### src/rmvr_pkg.sv
package rmvr_pkg;

    // Fixed field widths and fixed point format
    localparam int SAMPLE_W  = 16;
    localparam int FRAC_BITS = 16;
    localparam int COUNT_W   = 32;
    localparam int MEAN_W    = 32;
    localparam int VAR_W     = 48;
    localparam int STD_W     = 32;
    localparam int SIGMA_W   = 8;

    // Internal datapath widths
    localparam int DIFF_W    = 33;                  // |x - mean|
    localparam int MUL_A_W   = 48;
    localparam int MUL_B_W   = 33;
    localparam int PROD_W    = 66;                  // d*d
    localparam int DIV_N_W   = PROD_W - FRAC_BITS;  // widest dividend
    localparam int DIV_D_W   = COUNT_W + 1;         // n+1
    localparam int ROOT_IN_W = VAR_W + FRAC_BITS;

    localparam logic [VAR_W-1:0]   VAR_ONE   = VAR_W'(1) << FRAC_BITS;
    localparam logic [VAR_W-1:0]   VAR_MAX   = '1;
    localparam logic [COUNT_W-1:0] COUNT_MAX = '1;

    // Item modes
    localparam logic MODE_SAMPLE = 1'b0;
    localparam logic MODE_CLEAR  = 1'b1;

    // Register indexes
    localparam logic REG_REJECT_ENABLE = 1'b0;
    localparam logic REG_REJECT_SIGMA  = 1'b1;

    typedef enum logic [3:0] {
        S_IDLE,
        S_DECIDE,
        S_SQR,
        S_REJ_GO,
        S_REJ,
        S_DIVQ_GO,
        S_DIVQ,
        S_DIVV_GO,
        S_DIVV,
        S_DIVT_GO,
        S_DIVT,
        S_UPDATE,
        S_ROOT_GO,
        S_ROOT,
        S_EMIT
    } state_t;

    // Controller to datapath
    typedef struct packed {
        logic take;
        logic clear;
        logic mul_sq;
        logic mul_rej;
        logic cap_dd;
        logic div_q;
        logic div_v;
        logic div_t;
        logic cap_q;
        logic cap_c;
        logic cap_t;
        logic update;
        logic sqrt_go;
        logic cap_std;
        logic std_zero;
        logic emit;
    } cmd_t;

    // Datapath to controller
    typedef struct packed {
        logic in_fire;
        logic is_clear;
        logic need_rej;
        logic rej_hit;
        logic n_zero;
        logic cnt_ge2;
        logic mul_done;
        logic div_done;
        logic sqrt_done;
        logic out_free;
    } sts_t;

endpackage

### src/rmvr_in_if.sv
interface rmvr_in_if;
    logic                              valid;
    logic                              ready;
    logic                              mode;
    logic signed [rmvr_pkg::SAMPLE_W-1:0] sample;

    modport source (output valid, mode, sample, input ready);
    modport sink   (input valid, mode, sample, output ready);
endinterface

### src/rmvr_out_if.sv
interface rmvr_out_if;
    logic                                 valid;
    logic                                 ready;
    logic                                 accepted;
    logic        [rmvr_pkg::COUNT_W-1:0]  count;
    logic signed [rmvr_pkg::MEAN_W-1:0]   mean;
    logic        [rmvr_pkg::VAR_W-1:0]    variance;
    logic        [rmvr_pkg::STD_W-1:0]    std_dev;
    logic signed [rmvr_pkg::SAMPLE_W-1:0] minimum;
    logic signed [rmvr_pkg::SAMPLE_W-1:0] maximum;

    modport source (output valid, accepted, count, mean, variance, std_dev, minimum, maximum,
                    input ready);
    modport sink   (input valid, accepted, count, mean, variance, std_dev, minimum, maximum,
                    output ready);
endinterface

### src/rmvr_mul.sv
module rmvr_mul (
    input  logic                           clk,
    input  logic                           rst_n,
    input  logic                           start,
    input  logic [rmvr_pkg::MUL_A_W-1:0]   a,
    input  logic [rmvr_pkg::MUL_B_W-1:0]   b,
    output logic [rmvr_pkg::PROD_W-1:0]    prod,
    output logic                           done
);
    localparam int N     = rmvr_pkg::MUL_B_W;
    localparam int CNT_W = $clog2(N);

    logic                          busy_reg;
    logic                          done_reg;
    logic [CNT_W-1:0]              cnt_reg;
    logic [rmvr_pkg::PROD_W-1:0]   acc_reg;
    logic [rmvr_pkg::PROD_W-1:0]   a_reg;
    logic [N-1:0]                  b_reg;

    // Control: one multiplier bit per cycle
    always_ff @(posedge clk or negedge rst_n)
    begin
        if (!rst_n)
        begin
            busy_reg <= 1'b0;
            done_reg <= 1'b0;
            cnt_reg  <= '0;
        end
        else
        begin
            done_reg <= 1'b0;
            if (start)
            begin
                busy_reg <= 1'b1;
                cnt_reg  <= '0;
            end
            else if (busy_reg)
            begin
                cnt_reg <= cnt_reg + 1'b1;
                if (cnt_reg == CNT_W'(N - 1))
                begin
                    busy_reg <= 1'b0;
                    done_reg <= 1'b1;
                end
            end
        end
    end

    // Shift-add datapath
    always_ff @(posedge clk)
    begin
        if (start)
        begin
            acc_reg <= '0;
            a_reg   <= rmvr_pkg::PROD_W'(a);
            b_reg   <= b;
        end
        else if (busy_reg)
        begin
            if (b_reg[0])
            begin
                acc_reg <= acc_reg + a_reg;
            end
            a_reg <= a_reg << 1;
            b_reg <= b_reg >> 1;
        end
    end

    assign prod = acc_reg;
    assign done = done_reg;
endmodule

### src/rmvr_div.sv
module rmvr_div (
    input  logic                           clk,
    input  logic                           rst_n,
    input  logic                           start,
    input  logic [rmvr_pkg::DIV_N_W-1:0]   dividend,
    input  logic [rmvr_pkg::DIV_D_W-1:0]   divisor,
    output logic [rmvr_pkg::DIV_N_W-1:0]   quot,
    output logic                           done
);
    localparam int N     = rmvr_pkg::DIV_N_W;
    localparam int D     = rmvr_pkg::DIV_D_W;
    localparam int CNT_W = $clog2(N);

    logic             busy_reg;
    logic             done_reg;
    logic [CNT_W-1:0] cnt_reg;
    logic [D-1:0]     rem_reg;
    logic [N-1:0]     quo_reg;
    logic [D-1:0]     dvs_reg;
    logic [D:0]       partial;
    logic             fits;

    // Restoring step: bring down one dividend bit
    assign partial = {rem_reg, quo_reg[N-1]};
    assign fits    = partial >= {1'b0, dvs_reg};

    always_ff @(posedge clk or negedge rst_n)
    begin
        if (!rst_n)
        begin
            busy_reg <= 1'b0;
            done_reg <= 1'b0;
            cnt_reg  <= '0;
        end
        else
        begin
            done_reg <= 1'b0;
            if (start)
            begin
                busy_reg <= 1'b1;
                cnt_reg  <= '0;
            end
            else if (busy_reg)
            begin
                cnt_reg <= cnt_reg + 1'b1;
                if (cnt_reg == CNT_W'(N - 1))
                begin
                    busy_reg <= 1'b0;
                    done_reg <= 1'b1;
                end
            end
        end
    end

    always_ff @(posedge clk)
    begin
        if (start)
        begin
            rem_reg <= '0;
            quo_reg <= dividend;
            dvs_reg <= divisor;
        end
        else if (busy_reg)
        begin
            rem_reg <= fits ? D'(partial - {1'b0, dvs_reg}) : D'(partial);
            quo_reg <= {quo_reg[N-2:0], fits};
        end
    end

    assign quot = quo_reg;
    assign done = done_reg;
endmodule

### src/rmvr_sqrt.sv
module rmvr_sqrt (
    input  logic                             clk,
    input  logic                             rst_n,
    input  logic                             start,
    input  logic [rmvr_pkg::ROOT_IN_W-1:0]   radicand,
    output logic [rmvr_pkg::STD_W-1:0]       root,
    output logic                             done
);
    localparam int R     = rmvr_pkg::STD_W;
    localparam int X     = rmvr_pkg::ROOT_IN_W;
    localparam int REM_W = R + 2;
    localparam int CNT_W = $clog2(R);

    logic               busy_reg;
    logic               done_reg;
    logic [CNT_W-1:0]   cnt_reg;
    logic [REM_W-1:0]   rem_reg;
    logic [R-1:0]       root_reg;
    logic [X-1:0]       x_reg;
    logic [REM_W+1:0]   shifted;
    logic [REM_W+1:0]   trial;
    logic               fits;

    // One result bit per cycle, two radicand bits brought down
    assign shifted = {rem_reg, x_reg[X-1:X-2]};
    assign trial   = (REM_W + 2)'({root_reg, 2'b01});
    assign fits    = shifted >= trial;

    always_ff @(posedge clk or negedge rst_n)
    begin
        if (!rst_n)
        begin
            busy_reg <= 1'b0;
            done_reg <= 1'b0;
            cnt_reg  <= '0;
        end
        else
        begin
            done_reg <= 1'b0;
            if (start)
            begin
                busy_reg <= 1'b1;
                cnt_reg  <= '0;
            end
            else if (busy_reg)
            begin
                cnt_reg <= cnt_reg + 1'b1;
                if (cnt_reg == CNT_W'(R - 1))
                begin
                    busy_reg <= 1'b0;
                    done_reg <= 1'b1;
                end
            end
        end
    end

    always_ff @(posedge clk)
    begin
        if (start)
        begin
            rem_reg  <= '0;
            root_reg <= '0;
            x_reg    <= radicand;
        end
        else if (busy_reg)
        begin
            rem_reg  <= fits ? REM_W'(shifted - trial) : REM_W'(shifted);
            root_reg <= {root_reg[R-2:0], fits};
            x_reg    <= x_reg << 2;
        end
    end

    assign root = root_reg;
    assign done = done_reg;
endmodule

### src/rmvr_ctrl.sv
module rmvr_ctrl (
    input  logic             clk,
    input  logic             rst_n,
    input  rmvr_pkg::sts_t   sts,
    output rmvr_pkg::cmd_t   cmd
);
    rmvr_pkg::state_t state_reg;
    rmvr_pkg::state_t state_next;

    always_ff @(posedge clk or negedge rst_n)
    begin
        if (!rst_n)
        begin
            state_reg <= rmvr_pkg::S_IDLE;
        end
        else
        begin
            state_reg <= state_next;
        end
    end

    // Next state
    always_comb
    begin
        state_next = state_reg;
        case (state_reg)
            rmvr_pkg::S_IDLE:
                if (sts.in_fire) state_next = rmvr_pkg::S_DECIDE;
            rmvr_pkg::S_DECIDE:
                state_next = sts.is_clear ? rmvr_pkg::S_EMIT : rmvr_pkg::S_SQR;
            rmvr_pkg::S_SQR:
                if (sts.mul_done)
                    state_next = sts.need_rej ? rmvr_pkg::S_REJ_GO : rmvr_pkg::S_DIVQ_GO;
            rmvr_pkg::S_REJ_GO:
                state_next = rmvr_pkg::S_REJ;
            rmvr_pkg::S_REJ:
                if (sts.mul_done)
                    state_next = sts.rej_hit ? rmvr_pkg::S_EMIT : rmvr_pkg::S_DIVQ_GO;
            rmvr_pkg::S_DIVQ_GO:
                state_next = rmvr_pkg::S_DIVQ;
            rmvr_pkg::S_DIVQ:
                if (sts.div_done)
                    state_next = sts.n_zero ? rmvr_pkg::S_DIVT_GO : rmvr_pkg::S_DIVV_GO;
            rmvr_pkg::S_DIVV_GO:
                state_next = rmvr_pkg::S_DIVV;
            rmvr_pkg::S_DIVV:
                if (sts.div_done) state_next = rmvr_pkg::S_DIVT_GO;
            rmvr_pkg::S_DIVT_GO:
                state_next = rmvr_pkg::S_DIVT;
            rmvr_pkg::S_DIVT:
                if (sts.div_done) state_next = rmvr_pkg::S_UPDATE;
            rmvr_pkg::S_UPDATE:
                state_next = rmvr_pkg::S_ROOT_GO;
            rmvr_pkg::S_ROOT_GO:
                state_next = sts.cnt_ge2 ? rmvr_pkg::S_ROOT : rmvr_pkg::S_EMIT;
            rmvr_pkg::S_ROOT:
                if (sts.sqrt_done) state_next = rmvr_pkg::S_EMIT;
            rmvr_pkg::S_EMIT:
                if (sts.out_free) state_next = rmvr_pkg::S_IDLE;
            default:
                state_next = rmvr_pkg::S_IDLE;
        endcase
    end

    // Commands
    always_comb
    begin
        cmd = '0;
        case (state_reg)
            rmvr_pkg::S_IDLE:    cmd.take     = 1'b1;
            rmvr_pkg::S_DECIDE:
            begin
                cmd.clear  = sts.is_clear;
                cmd.mul_sq = !sts.is_clear;
            end
            rmvr_pkg::S_SQR:     cmd.cap_dd   = sts.mul_done;
            rmvr_pkg::S_REJ_GO:  cmd.mul_rej  = 1'b1;
            rmvr_pkg::S_DIVQ_GO: cmd.div_q    = 1'b1;
            rmvr_pkg::S_DIVQ:    cmd.cap_q    = sts.div_done;
            rmvr_pkg::S_DIVV_GO: cmd.div_v    = 1'b1;
            rmvr_pkg::S_DIVV:    cmd.cap_c    = sts.div_done;
            rmvr_pkg::S_DIVT_GO: cmd.div_t    = 1'b1;
            rmvr_pkg::S_DIVT:    cmd.cap_t    = sts.div_done;
            rmvr_pkg::S_UPDATE:  cmd.update   = 1'b1;
            rmvr_pkg::S_ROOT_GO:
            begin
                cmd.sqrt_go  = sts.cnt_ge2;
                cmd.std_zero = !sts.cnt_ge2;
            end
            rmvr_pkg::S_ROOT:    cmd.cap_std  = sts.sqrt_done;
            rmvr_pkg::S_EMIT:    cmd.emit     = sts.out_free;
            default:             cmd          = '0;
        endcase
    end

    // No two of the shared units are started in the same cycle
    a_one_start: assert property (@(posedge clk) disable iff (!rst_n)
        $onehot0({cmd.mul_sq, cmd.mul_rej, cmd.div_q, cmd.div_v, cmd.div_t, cmd.sqrt_go}))
        else $error("two units started together");

    // A unit finishes only while the controller waits on it
    a_mul_done: assert property (@(posedge clk) disable iff (!rst_n)
        sts.mul_done |-> (state_reg == rmvr_pkg::S_SQR || state_reg == rmvr_pkg::S_REJ))
        else $error("multiplier done outside its wait state");

    a_div_done: assert property (@(posedge clk) disable iff (!rst_n)
        sts.div_done |-> (state_reg == rmvr_pkg::S_DIVQ || state_reg == rmvr_pkg::S_DIVV
                          || state_reg == rmvr_pkg::S_DIVT))
        else $error("divider done outside its wait state");

    a_sqrt_done: assert property (@(posedge clk) disable iff (!rst_n)
        sts.sqrt_done |-> state_reg == rmvr_pkg::S_ROOT)
        else $error("square root done outside its wait state");

    // After a transfer in, the next cycle decides
    a_decide: assert property (@(posedge clk) disable iff (!rst_n)
        sts.in_fire |=> state_reg == rmvr_pkg::S_DECIDE)
        else $error("item taken without moving to decide");
endmodule

### src/rmvr_datapath.sv
module rmvr_datapath (
    input  logic                            clk,
    input  logic                            rst_n,
    input  rmvr_pkg::cmd_t                  cmd,
    output rmvr_pkg::sts_t                  sts,
    rmvr_in_if.sink                         item,
    rmvr_out_if.source                      result,
    input  logic                            wr_en,
    input  logic                            wr_index,
    input  logic [rmvr_pkg::SIGMA_W-1:0]    wr_data
);
    localparam int SW = rmvr_pkg::SAMPLE_W;
    localparam int CW = rmvr_pkg::COUNT_W;
    localparam int MW = rmvr_pkg::MEAN_W;
    localparam int VW = rmvr_pkg::VAR_W;
    localparam int FB = rmvr_pkg::FRAC_BITS;

    // Configuration
    logic                            en_reg;
    logic [rmvr_pkg::SIGMA_W-1:0]    sigma_reg;

    // Statistics
    logic [CW-1:0]           count_reg;
    logic signed [MW-1:0]    mean_reg;
    logic [VW-1:0]           var_reg;
    logic signed [SW-1:0]    min_reg;
    logic signed [SW-1:0]    max_reg;
    logic [rmvr_pkg::STD_W-1:0] std_reg;

    // Per-item working registers
    logic                    mode_reg;
    logic signed [SW-1:0]    smp_reg;
    logic                    neg_reg;
    logic [rmvr_pkg::DIFF_W-1:0] ad_reg;
    logic [rmvr_pkg::PROD_W-1:0] dd_reg;
    logic [rmvr_pkg::DIFF_W-1:0] q_reg;
    logic [VW-1:0]           c_reg;
    logic [rmvr_pkg::DIV_N_W-1:0] t_reg;
    logic                    acc_reg;

    // Output register
    logic                    out_valid_reg;
    logic                    out_acc_reg;
    logic [CW-1:0]           out_count_reg;
    logic signed [MW-1:0]    out_mean_reg;
    logic [VW-1:0]           out_var_reg;
    logic [rmvr_pkg::STD_W-1:0] out_std_reg;
    logic signed [SW-1:0]    out_min_reg;
    logic signed [SW-1:0]    out_max_reg;

    logic                    in_fire;
    logic                    out_free;
    logic signed [MW-1:0]    x_val;
    logic signed [MW+1:0]    diff;
    logic [MW+1:0]           diff_abs;

    logic [2*rmvr_pkg::SIGMA_W-1:0] sigma_sq;
    logic                    mul_start;
    logic [rmvr_pkg::MUL_A_W-1:0] mul_a;
    logic [rmvr_pkg::MUL_B_W-1:0] mul_b;
    logic [rmvr_pkg::PROD_W-1:0]  prod;
    logic                    mul_done;

    logic                    div_start;
    logic [rmvr_pkg::DIV_N_W-1:0] div_n;
    logic [rmvr_pkg::DIV_D_W-1:0] div_d;
    logic [rmvr_pkg::DIV_N_W-1:0] quot;
    logic                    div_done;

    logic [rmvr_pkg::STD_W-1:0] root;
    logic                    sqrt_done;

    logic [rmvr_pkg::DIV_D_W-1:0] n_plus1;
    logic signed [MW+2:0]    mean_sum;
    logic signed [MW-1:0]    mean_next;
    logic [VW-1:0]           var_less;
    logic [rmvr_pkg::DIV_N_W:0] var_sum;
    logic [VW-1:0]           var_next;
    logic [79:0]             rej_lhs;
    logic [79:0]             rej_rhs;

    assign item.ready = cmd.take;
    assign in_fire    = item.valid & cmd.take;
    assign out_free   = !out_valid_reg || result.ready;

    // Difference of the scaled sample and the mean
    assign x_val    = MW'(item.sample) <<< FB;
    assign diff     = (MW + 2)'(x_val) - (MW + 2)'(mean_reg);
    assign diff_abs = diff[MW+1] ? (MW + 2)'(-diff) : diff;

    assign n_plus1  = rmvr_pkg::DIV_D_W'(count_reg) + 1'b1;

    // Shared unit operand selection
    assign sigma_sq  = sigma_reg * sigma_reg;
    assign mul_start = cmd.mul_sq | cmd.mul_rej;
    assign mul_a     = cmd.mul_rej ? var_reg : rmvr_pkg::MUL_A_W'(ad_reg);
    assign mul_b     = cmd.mul_rej ? rmvr_pkg::MUL_B_W'(sigma_sq) : ad_reg;

    assign div_start = cmd.div_q | cmd.div_v | cmd.div_t;
    always_comb
    begin
        div_n = rmvr_pkg::DIV_N_W'(ad_reg);
        div_d = n_plus1;
        if (cmd.div_v)
        begin
            div_n = rmvr_pkg::DIV_N_W'(var_reg) + rmvr_pkg::DIV_N_W'(count_reg) - 1'b1;
            div_d = rmvr_pkg::DIV_D_W'(count_reg);
        end
        else if (cmd.div_t)
        begin
            div_n = dd_reg[rmvr_pkg::PROD_W-1:FB];
        end
    end

    rmvr_mul u_mul (
        .clk   (clk),
        .rst_n (rst_n),
        .start (mul_start),
        .a     (mul_a),
        .b     (mul_b),
        .prod  (prod),
        .done  (mul_done)
    );

    rmvr_div u_div (
        .clk      (clk),
        .rst_n    (rst_n),
        .start    (div_start),
        .dividend (div_n),
        .divisor  (div_d),
        .quot     (quot),
        .done     (div_done)
    );

    rmvr_sqrt u_sqrt (
        .clk      (clk),
        .rst_n    (rst_n),
        .start    (cmd.sqrt_go),
        .radicand ({var_reg, FB'(0)}),
        .root     (root),
        .done     (sqrt_done)
    );

    // Rejection: d*d * 2^8 > sigma^2 * variance * 2^FRAC_BITS
    assign rej_lhs = 80'({dd_reg, 8'b0});
    assign rej_rhs = 80'({prod[63:0], FB'(0)});

    // Mean update with saturation
    assign mean_sum = neg_reg ? (MW + 3)'(mean_reg) - (MW + 3)'(q_reg)
                              : (MW + 3)'(mean_reg) + (MW + 3)'(q_reg);
    always_comb
    begin
        if (mean_sum > $signed((MW + 3)'({1'b0, {(MW - 1){1'b1}}})))
            mean_next = {1'b0, {(MW - 1){1'b1}}};
        else if (mean_sum < -((MW + 3)'(1) <<< (MW - 1)))
            mean_next = {1'b1, {(MW - 1){1'b0}}};
        else
            mean_next = MW'(mean_sum);
    end

    // Variance update with saturation
    assign var_less = count_reg == '0 ? var_reg : var_reg - c_reg;
    assign var_sum  = (rmvr_pkg::DIV_N_W + 1)'(var_less) + (rmvr_pkg::DIV_N_W + 1)'(t_reg);
    assign var_next = var_sum > (rmvr_pkg::DIV_N_W + 1)'(rmvr_pkg::VAR_MAX)
                      ? rmvr_pkg::VAR_MAX : VW'(var_sum);

    // Configuration writes
    always_ff @(posedge clk or negedge rst_n)
    begin
        if (!rst_n)
        begin
            en_reg    <= 1'b0;
            sigma_reg <= '0;
        end
        else if (wr_en)
        begin
            case (wr_index)
                rmvr_pkg::REG_REJECT_ENABLE: en_reg    <= wr_data[0];
                rmvr_pkg::REG_REJECT_SIGMA:  sigma_reg <= wr_data;
                default:                     en_reg    <= en_reg;
            endcase
        end
    end

    // Statistics state
    always_ff @(posedge clk or negedge rst_n)
    begin
        if (!rst_n)
        begin
            count_reg <= '0;
            mean_reg  <= '0;
            var_reg   <= '0;
            min_reg   <= '0;
            max_reg   <= '0;
            std_reg   <= '0;
            acc_reg   <= 1'b0;
        end
        else
        begin
            if (in_fire)
            begin
                acc_reg <= 1'b0;
            end
            if (cmd.clear)
            begin
                count_reg <= '0;
                mean_reg  <= '0;
                var_reg   <= '0;
                min_reg   <= '0;
                max_reg   <= '0;
                std_reg   <= '0;
            end
            if (cmd.update)
            begin
                acc_reg  <= 1'b1;
                mean_reg <= mean_next;
                var_reg  <= var_next;
                if (count_reg == '0)
                begin
                    min_reg <= smp_reg;
                    max_reg <= smp_reg;
                end
                else
                begin
                    if (smp_reg < min_reg) min_reg <= smp_reg;
                    if (smp_reg > max_reg) max_reg <= smp_reg;
                end
                if (count_reg != rmvr_pkg::COUNT_MAX)
                begin
                    count_reg <= count_reg + 1'b1;
                end
            end
            if (cmd.std_zero)
            begin
                std_reg <= '0;
            end
            if (cmd.cap_std)
            begin
                std_reg <= root;
            end
        end
    end

    // Working registers
    always_ff @(posedge clk)
    begin
        if (in_fire)
        begin
            mode_reg <= item.mode;
            smp_reg  <= item.sample;
            neg_reg  <= diff[MW+1];
            ad_reg   <= rmvr_pkg::DIFF_W'(diff_abs);
        end
        if (cmd.cap_dd) dd_reg <= prod;
        if (cmd.cap_q)  q_reg  <= rmvr_pkg::DIFF_W'(quot);
        if (cmd.cap_c)  c_reg  <= VW'(quot);
        if (cmd.cap_t)  t_reg  <= quot;
    end

    // Output register
    always_ff @(posedge clk or negedge rst_n)
    begin
        if (!rst_n)
        begin
            out_valid_reg <= 1'b0;
        end
        else if (cmd.emit)
        begin
            out_valid_reg <= 1'b1;
        end
        else if (result.ready)
        begin
            out_valid_reg <= 1'b0;
        end
    end

    always_ff @(posedge clk)
    begin
        if (cmd.emit)
        begin
            out_acc_reg   <= acc_reg;
            out_count_reg <= count_reg;
            out_mean_reg  <= mean_reg;
            out_var_reg   <= var_reg;
            out_std_reg   <= std_reg;
            out_min_reg   <= min_reg;
            out_max_reg   <= max_reg;
        end
    end

    assign result.valid    = out_valid_reg;
    assign result.accepted = out_acc_reg;
    assign result.count    = out_count_reg;
    assign result.mean     = out_mean_reg;
    assign result.variance = out_var_reg;
    assign result.std_dev  = out_std_reg;
    assign result.minimum  = out_min_reg;
    assign result.maximum  = out_max_reg;

    // Status
    always_comb
    begin
        sts           = '0;
        sts.in_fire   = in_fire;
        sts.is_clear  = mode_reg == rmvr_pkg::MODE_CLEAR;
        sts.need_rej  = (count_reg >= CW'(2)) && en_reg && (var_reg >= rmvr_pkg::VAR_ONE);
        sts.rej_hit   = rej_lhs > rej_rhs;
        sts.n_zero    = count_reg == '0;
        sts.cnt_ge2   = count_reg >= CW'(2);
        sts.mul_done  = mul_done;
        sts.div_done  = div_done;
        sts.sqrt_done = sqrt_done;
        sts.out_free  = out_free;
    end

    // An emitted result of a sample that was taken counts at least one
    a_acc_count: assert property (@(posedge clk) disable iff (!rst_n)
        cmd.emit && acc_reg |=> out_count_reg != '0)
        else $error("accepted result with zero count");

    // Count and variance change only in response to a clear or an update
    a_hold: assert property (@(posedge clk) disable iff (!rst_n)
        !cmd.clear && !cmd.update |=> $stable(count_reg) && $stable(var_reg))
        else $error("statistics changed without command");

    // Minimum never above maximum once samples are in
    a_order: assert property (@(posedge clk) disable iff (!rst_n)
        count_reg != '0 |-> min_reg <= max_reg)
        else $error("minimum above maximum");
endmodule

### src/running_mean_variance_with_rejection.sv
// Sequence: a clear item goes from decide to output load; a sample item runs through decide,
//   squaring, a rejection product when enabled, the divisions, update, square root and
//   output load on the bit-per-cycle units; a rejected sample goes straight to output load.
// Items: one item at a time; the next item transfers only after the result is loaded
//   into the output register, and that load waits while the output is not free.
// Reset: rst_n clears statistics, configuration and control; no clearing pass.
module running_mean_variance_with_rejection (
    input  logic                           clk,
    input  logic                           rst_n,
    rmvr_in_if.sink                        item,
    rmvr_out_if.source                     result,
    input  logic                           wr_en,
    input  logic                           wr_index,
    input  logic [rmvr_pkg::SIGMA_W-1:0]   wr_data
);
    rmvr_pkg::cmd_t cmd;
    rmvr_pkg::sts_t sts;

    rmvr_ctrl u_ctrl (
        .clk   (clk),
        .rst_n (rst_n),
        .sts   (sts),
        .cmd   (cmd)
    );

    rmvr_datapath u_datapath (
        .clk      (clk),
        .rst_n    (rst_n),
        .cmd      (cmd),
        .sts      (sts),
        .item     (item),
        .result   (result),
        .wr_en    (wr_en),
        .wr_index (wr_index),
        .wr_data  (wr_data)
    );
endmodule
### src/flat_wrapper.sv
// flat-port wrapper written by rule: the top's interface ports become plain ports
module running_mean_variance_with_rejection_flat 
  (clk, rst_n, wr_en, wr_index, wr_data, item_valid, item_mode, item_sample, item_ready, result_valid, result_accepted, result_count, result_mean, result_variance, result_std_dev, result_minimum, result_maximum, result_ready);
  rmvr_in_if item_i ();
  rmvr_out_if result_i ();
  input  logic clk;
  input  logic rst_n;
  input  logic wr_en;
  input  logic wr_index;
  input  logic [rmvr_pkg::SIGMA_W-1:0] wr_data;
  input wire logic [$bits(item_i.valid)-1:0] item_valid;
  input wire logic [$bits(item_i.mode)-1:0] item_mode;
  input wire logic [$bits(item_i.sample)-1:0] item_sample;
  output wire logic [$bits(item_i.ready)-1:0] item_ready;
  output wire logic [$bits(result_i.valid)-1:0] result_valid;
  output wire logic [$bits(result_i.accepted)-1:0] result_accepted;
  output wire logic [$bits(result_i.count)-1:0] result_count;
  output wire logic [$bits(result_i.mean)-1:0] result_mean;
  output wire logic [$bits(result_i.variance)-1:0] result_variance;
  output wire logic [$bits(result_i.std_dev)-1:0] result_std_dev;
  output wire logic [$bits(result_i.minimum)-1:0] result_minimum;
  output wire logic [$bits(result_i.maximum)-1:0] result_maximum;
  input wire logic [$bits(result_i.ready)-1:0] result_ready;
  assign item_i.valid = item_valid;
  assign item_i.mode = item_mode;
  assign item_i.sample = item_sample;
  assign item_ready = item_i.ready;
  assign result_valid = result_i.valid;
  assign result_accepted = result_i.accepted;
  assign result_count = result_i.count;
  assign result_mean = result_i.mean;
  assign result_variance = result_i.variance;
  assign result_std_dev = result_i.std_dev;
  assign result_minimum = result_i.minimum;
  assign result_maximum = result_i.maximum;
  assign result_i.ready = result_ready;
  running_mean_variance_with_rejection u_core (.clk(clk), .rst_n(rst_n), .item(item_i), .result(result_i), .wr_en(wr_en), .wr_index(wr_index), .wr_data(wr_data));
endmodule
### config.mk
export PLATFORM = sky130hd
export DESIGN_NAME = running_mean_variance_with_rejection_flat
export DESIGN_NICKNAME = d
export VERILOG_FILES = /design/src/rmvr_pkg.sv /design/src/rmvr_in_if.sv /design/src/rmvr_out_if.sv /design/src/rmvr_mul.sv /design/src/rmvr_div.sv /design/src/rmvr_sqrt.sv /design/src/rmvr_ctrl.sv /design/src/rmvr_datapath.sv /design/src/running_mean_variance_with_rejection.sv /design/src/flat_wrapper.sv
export SDC_FILE = /design/constraint.sdc
export NUM_CORES = 2
export LEC_CHECK = 0
export ABC_AREA = 1
export CAP_MARGIN = 10
export CORE_MARGIN = 1
export CORE_UTILIZATION = 59
export CTS_BUF_LIST = sky130_fd_sc_hd__clkbuf_16
export DETAILED_ROUTE_END_ITERATION = 12
export DONT_BUFFER_PORTS = 1
export PLACE_DENSITY = 0.86
export SYNTH_ARGS = -nofsm -noshare
export SYNTH_HDL_FRONTEND = slang
export SYNTH_SLANG_ARGS = --single-unit
export TNS_END_PERCENT = 30
### constraint.sdc
create_clock -name clk -period 8.75 [get_ports clk]
set_input_delay 1.75 -clock clk [delete_from_list [all_inputs] [get_ports clk]]
set_output_delay 1.75 -clock clk [all_outputs]
set_load 0.02 [all_outputs]
==> metrics.cfg <==
[global_route]
grt_pass1_vias=62010
grt_start_max_net_pins=215
grt_pass1_wl_um=379500
grt_usage_pct=42.09
overflow=0
antenna_found_initial=15

[run_status]
status=completed

[synthesis]
synth_cell_types=69
ys_seq_elements=1034
synth_area_leaders=edfxtp_1 27%, nand2_1 12%, ha_1 8.9%
syn-instance-count=9146
async_flop_share_pct=20.70
yosysWarnings=0
synth_edf_count=637
synth.cell_area_mm2=0.06960
yosysTopAreaCellShare_pct=27.48
synthFlopType=edfxtp_1
synthTopCellsByCount=2,315 x nand2_1, 1,323 x inv_1, 867 x nor2_1
yosysTopAreaCell=edfxtp_1
ys_seq_area_share_pct=40.44
syn_nets=9705
yosysMostFrequentCell=nand2_1
syn_avg_cell_area_um2=7.610

[worst_setup_path]
rr_worst_depth=26
path_class=reg2reg
critPathLaunchType=register
critPathArrivalTime_ps=7040
slowest_stage=o31ai_1
crit_path_end_kind=register
crit_required_ps=9400
cp_max_fo=40
slowest_delay_ps=1010
crit_top_cell=nand2_1

[detailed_routing]
routedWlPerCell_um=24.04
avgViaCountPerCell=6.112
wl_um=257500
first_iter_violations=8186
dr.pass1.iters=7
drc=0
via_count=65473
postRouteAntennaNets=0

[sta]
fin_crit_ps=6388
worst_slack_ps=2362
setup_tns_ps=0
rsz0062_at_grt=no
period_share_pct=73.00
hold_viol_final=0
timing.fmax_ghz=0.1566
max_slew_margin_pct=19.48
final_max_slew_viol_count=0
tightest_slew_ps=1198
finalClockSkew_ps=48.56
setup_violations=0

[clock_tree]
cts_resized=0
cts.sinks=1034
clock_latency_ps=780
tritoncts=built
clock_tree.htree_level_count=3
post-cts-setup-buffers=0
cts_made_buffers=110
root_buffer=clkbuf_16
ctsHoldBuffers=0
cts_buffer_depth=3
clk_transition_reported_paths_ps=60

[finish]
nets=9646
area_delta_synth_final_pct=7.225
drive_gt1_share_pct=3.648
final_core_util_pct=64.05

[worst_hold_path]
hp-class=reg2reg
min_path_cells=0

[die]
die_x_um=345.5
initial_core_util_pct=59.73
pin_count=210
core_mm2=0.1165
rows=125
dieArea_mm2=0.1193
die_h_um=345.5

[power]
finalPower_uw=10970
leakage_uw=0.03481
peakVddDrop_v=0.0001606
power_density_mw_per_mm2=147.0

[placement]
numPortBuffers=0
routabilityCongestion=1.128
post-place-ws_ps=2534
post-dp-hpwl_um=202100

[job]
drv_cap=0

path summary, 6_finish.rpt:
path,start,slack [ps],end
worst min register to register,u_core.u_datapath.std_reg[9]$_DFFE_PN0P_,440,u_core.u_datapath.result.std_dev[9]$_DFFE_PP_
worst max register to register,u_core.u_datapath.var_reg[0]$_DFFE_PN0P_,2360,u_core.u_datapath.var_reg[29]$_DFFE_PN0P_
max in group asynchronous,rst_n,7250,u_core.u_datapath.sigma_reg[2]$_DFFE_PN0P_
worst max-delay path,u_core.u_datapath.var_reg[0]$_DFFE_PN0P_,2360,u_core.u_datapath.var_reg[29]$_DFFE_PN0P_
worst min-delay path,u_core.u_datapath.std_reg[9]$_DFFE_PN0P_,440,u_core.u_datapath.result.std_dev[9]$_DFFE_PP_
min in group asynchronous,rst_n,680,u_core.u_datapath.mean_reg[16]$_DFFE_PN0P_
final cells by class:
cell class | count | area [um^2]
inverter | 1343 | 5044
clock buffer | 111 | 2778
sequential | 1034 | 28150
tap | 1524 | 1907
multi-input combinational | 6557 | 35550
fill | 9956 | 41890
timing repair buffer | 41 | 327.8
antenna | 5 | 12.51
clock inverter | 98 | 860.8
per-stage QoR:
stage                     hold WS (ps)  instance area, um^2  instances
after floorplan                  418.6                69600       9146
after global placement           431.2                70950      10498
after detailed placement         429.5                70950      10498
after CTS                        445.5                74590      10707
after global routing             450.3                74620      10708
final                            439.0                74630      10713
metal layers:
| metal | vias to the layer above | GRT usage, % | wire length (um) | share of wire, % |
|---|---|---|---|---|
| li1 | 30135 | - | - | - |
| met1 | 30681 | 56.84 | 102800 | 40 |
| met2 | 3915 | 62.75 | 108700 | 42 |
| met3 | 732 | 9.741 | 30020 | 12 |
| met4 | 10 | 22.58 | 15950 | 6.2 |
| met5 | - | 0 | 78 | 0.030 |
critical path, delay by kind of cell, from the launching register on:
family | cells | cell delay, ps
adders and majority gates | 2 | 680
and+or+nand+nor | 15 | 2040
AOI/OAI and AO/OA | 5 | 2260
buffers and inverters | 4 | 870
DFF | 1 | 390
cells in the final DEF (no fill, tap or decap), drive strengths merged, types with 100 or more instances in the layout:
| cell | n |
|---|---|
| nand2 | 2332 |
| inv | 1376 |
| nor2 | 892 |
| a21oi | 656 |
| edfxtp | 637 |
| nand3 | 583 |
| o21ai | 579 |
| ha | 497 |
| dfrtp | 214 |
| xor2 | 186 |
| dfxtp | 183 |
| clkbuf | 111 |
| nor3 | 100 |
cell families after synthesis:
group / share of synthesized area (%)
compound gates: 12.91
xor+xnor: 3.608
fa+ha+maj: 9.826
buf+inv: 8.609
flops: 40.44
mux: 0.08089
simple gates: 24.52
where the power goes:
group | internal, uW | total (uW) | switching [uW]
combinational | 368 | 1020 | 655
sequential | 5150 | 5180 | 30.8
clock | 2600 | 4770 | 2160
No activity file was read; power rests on OpenSTA's default activity.
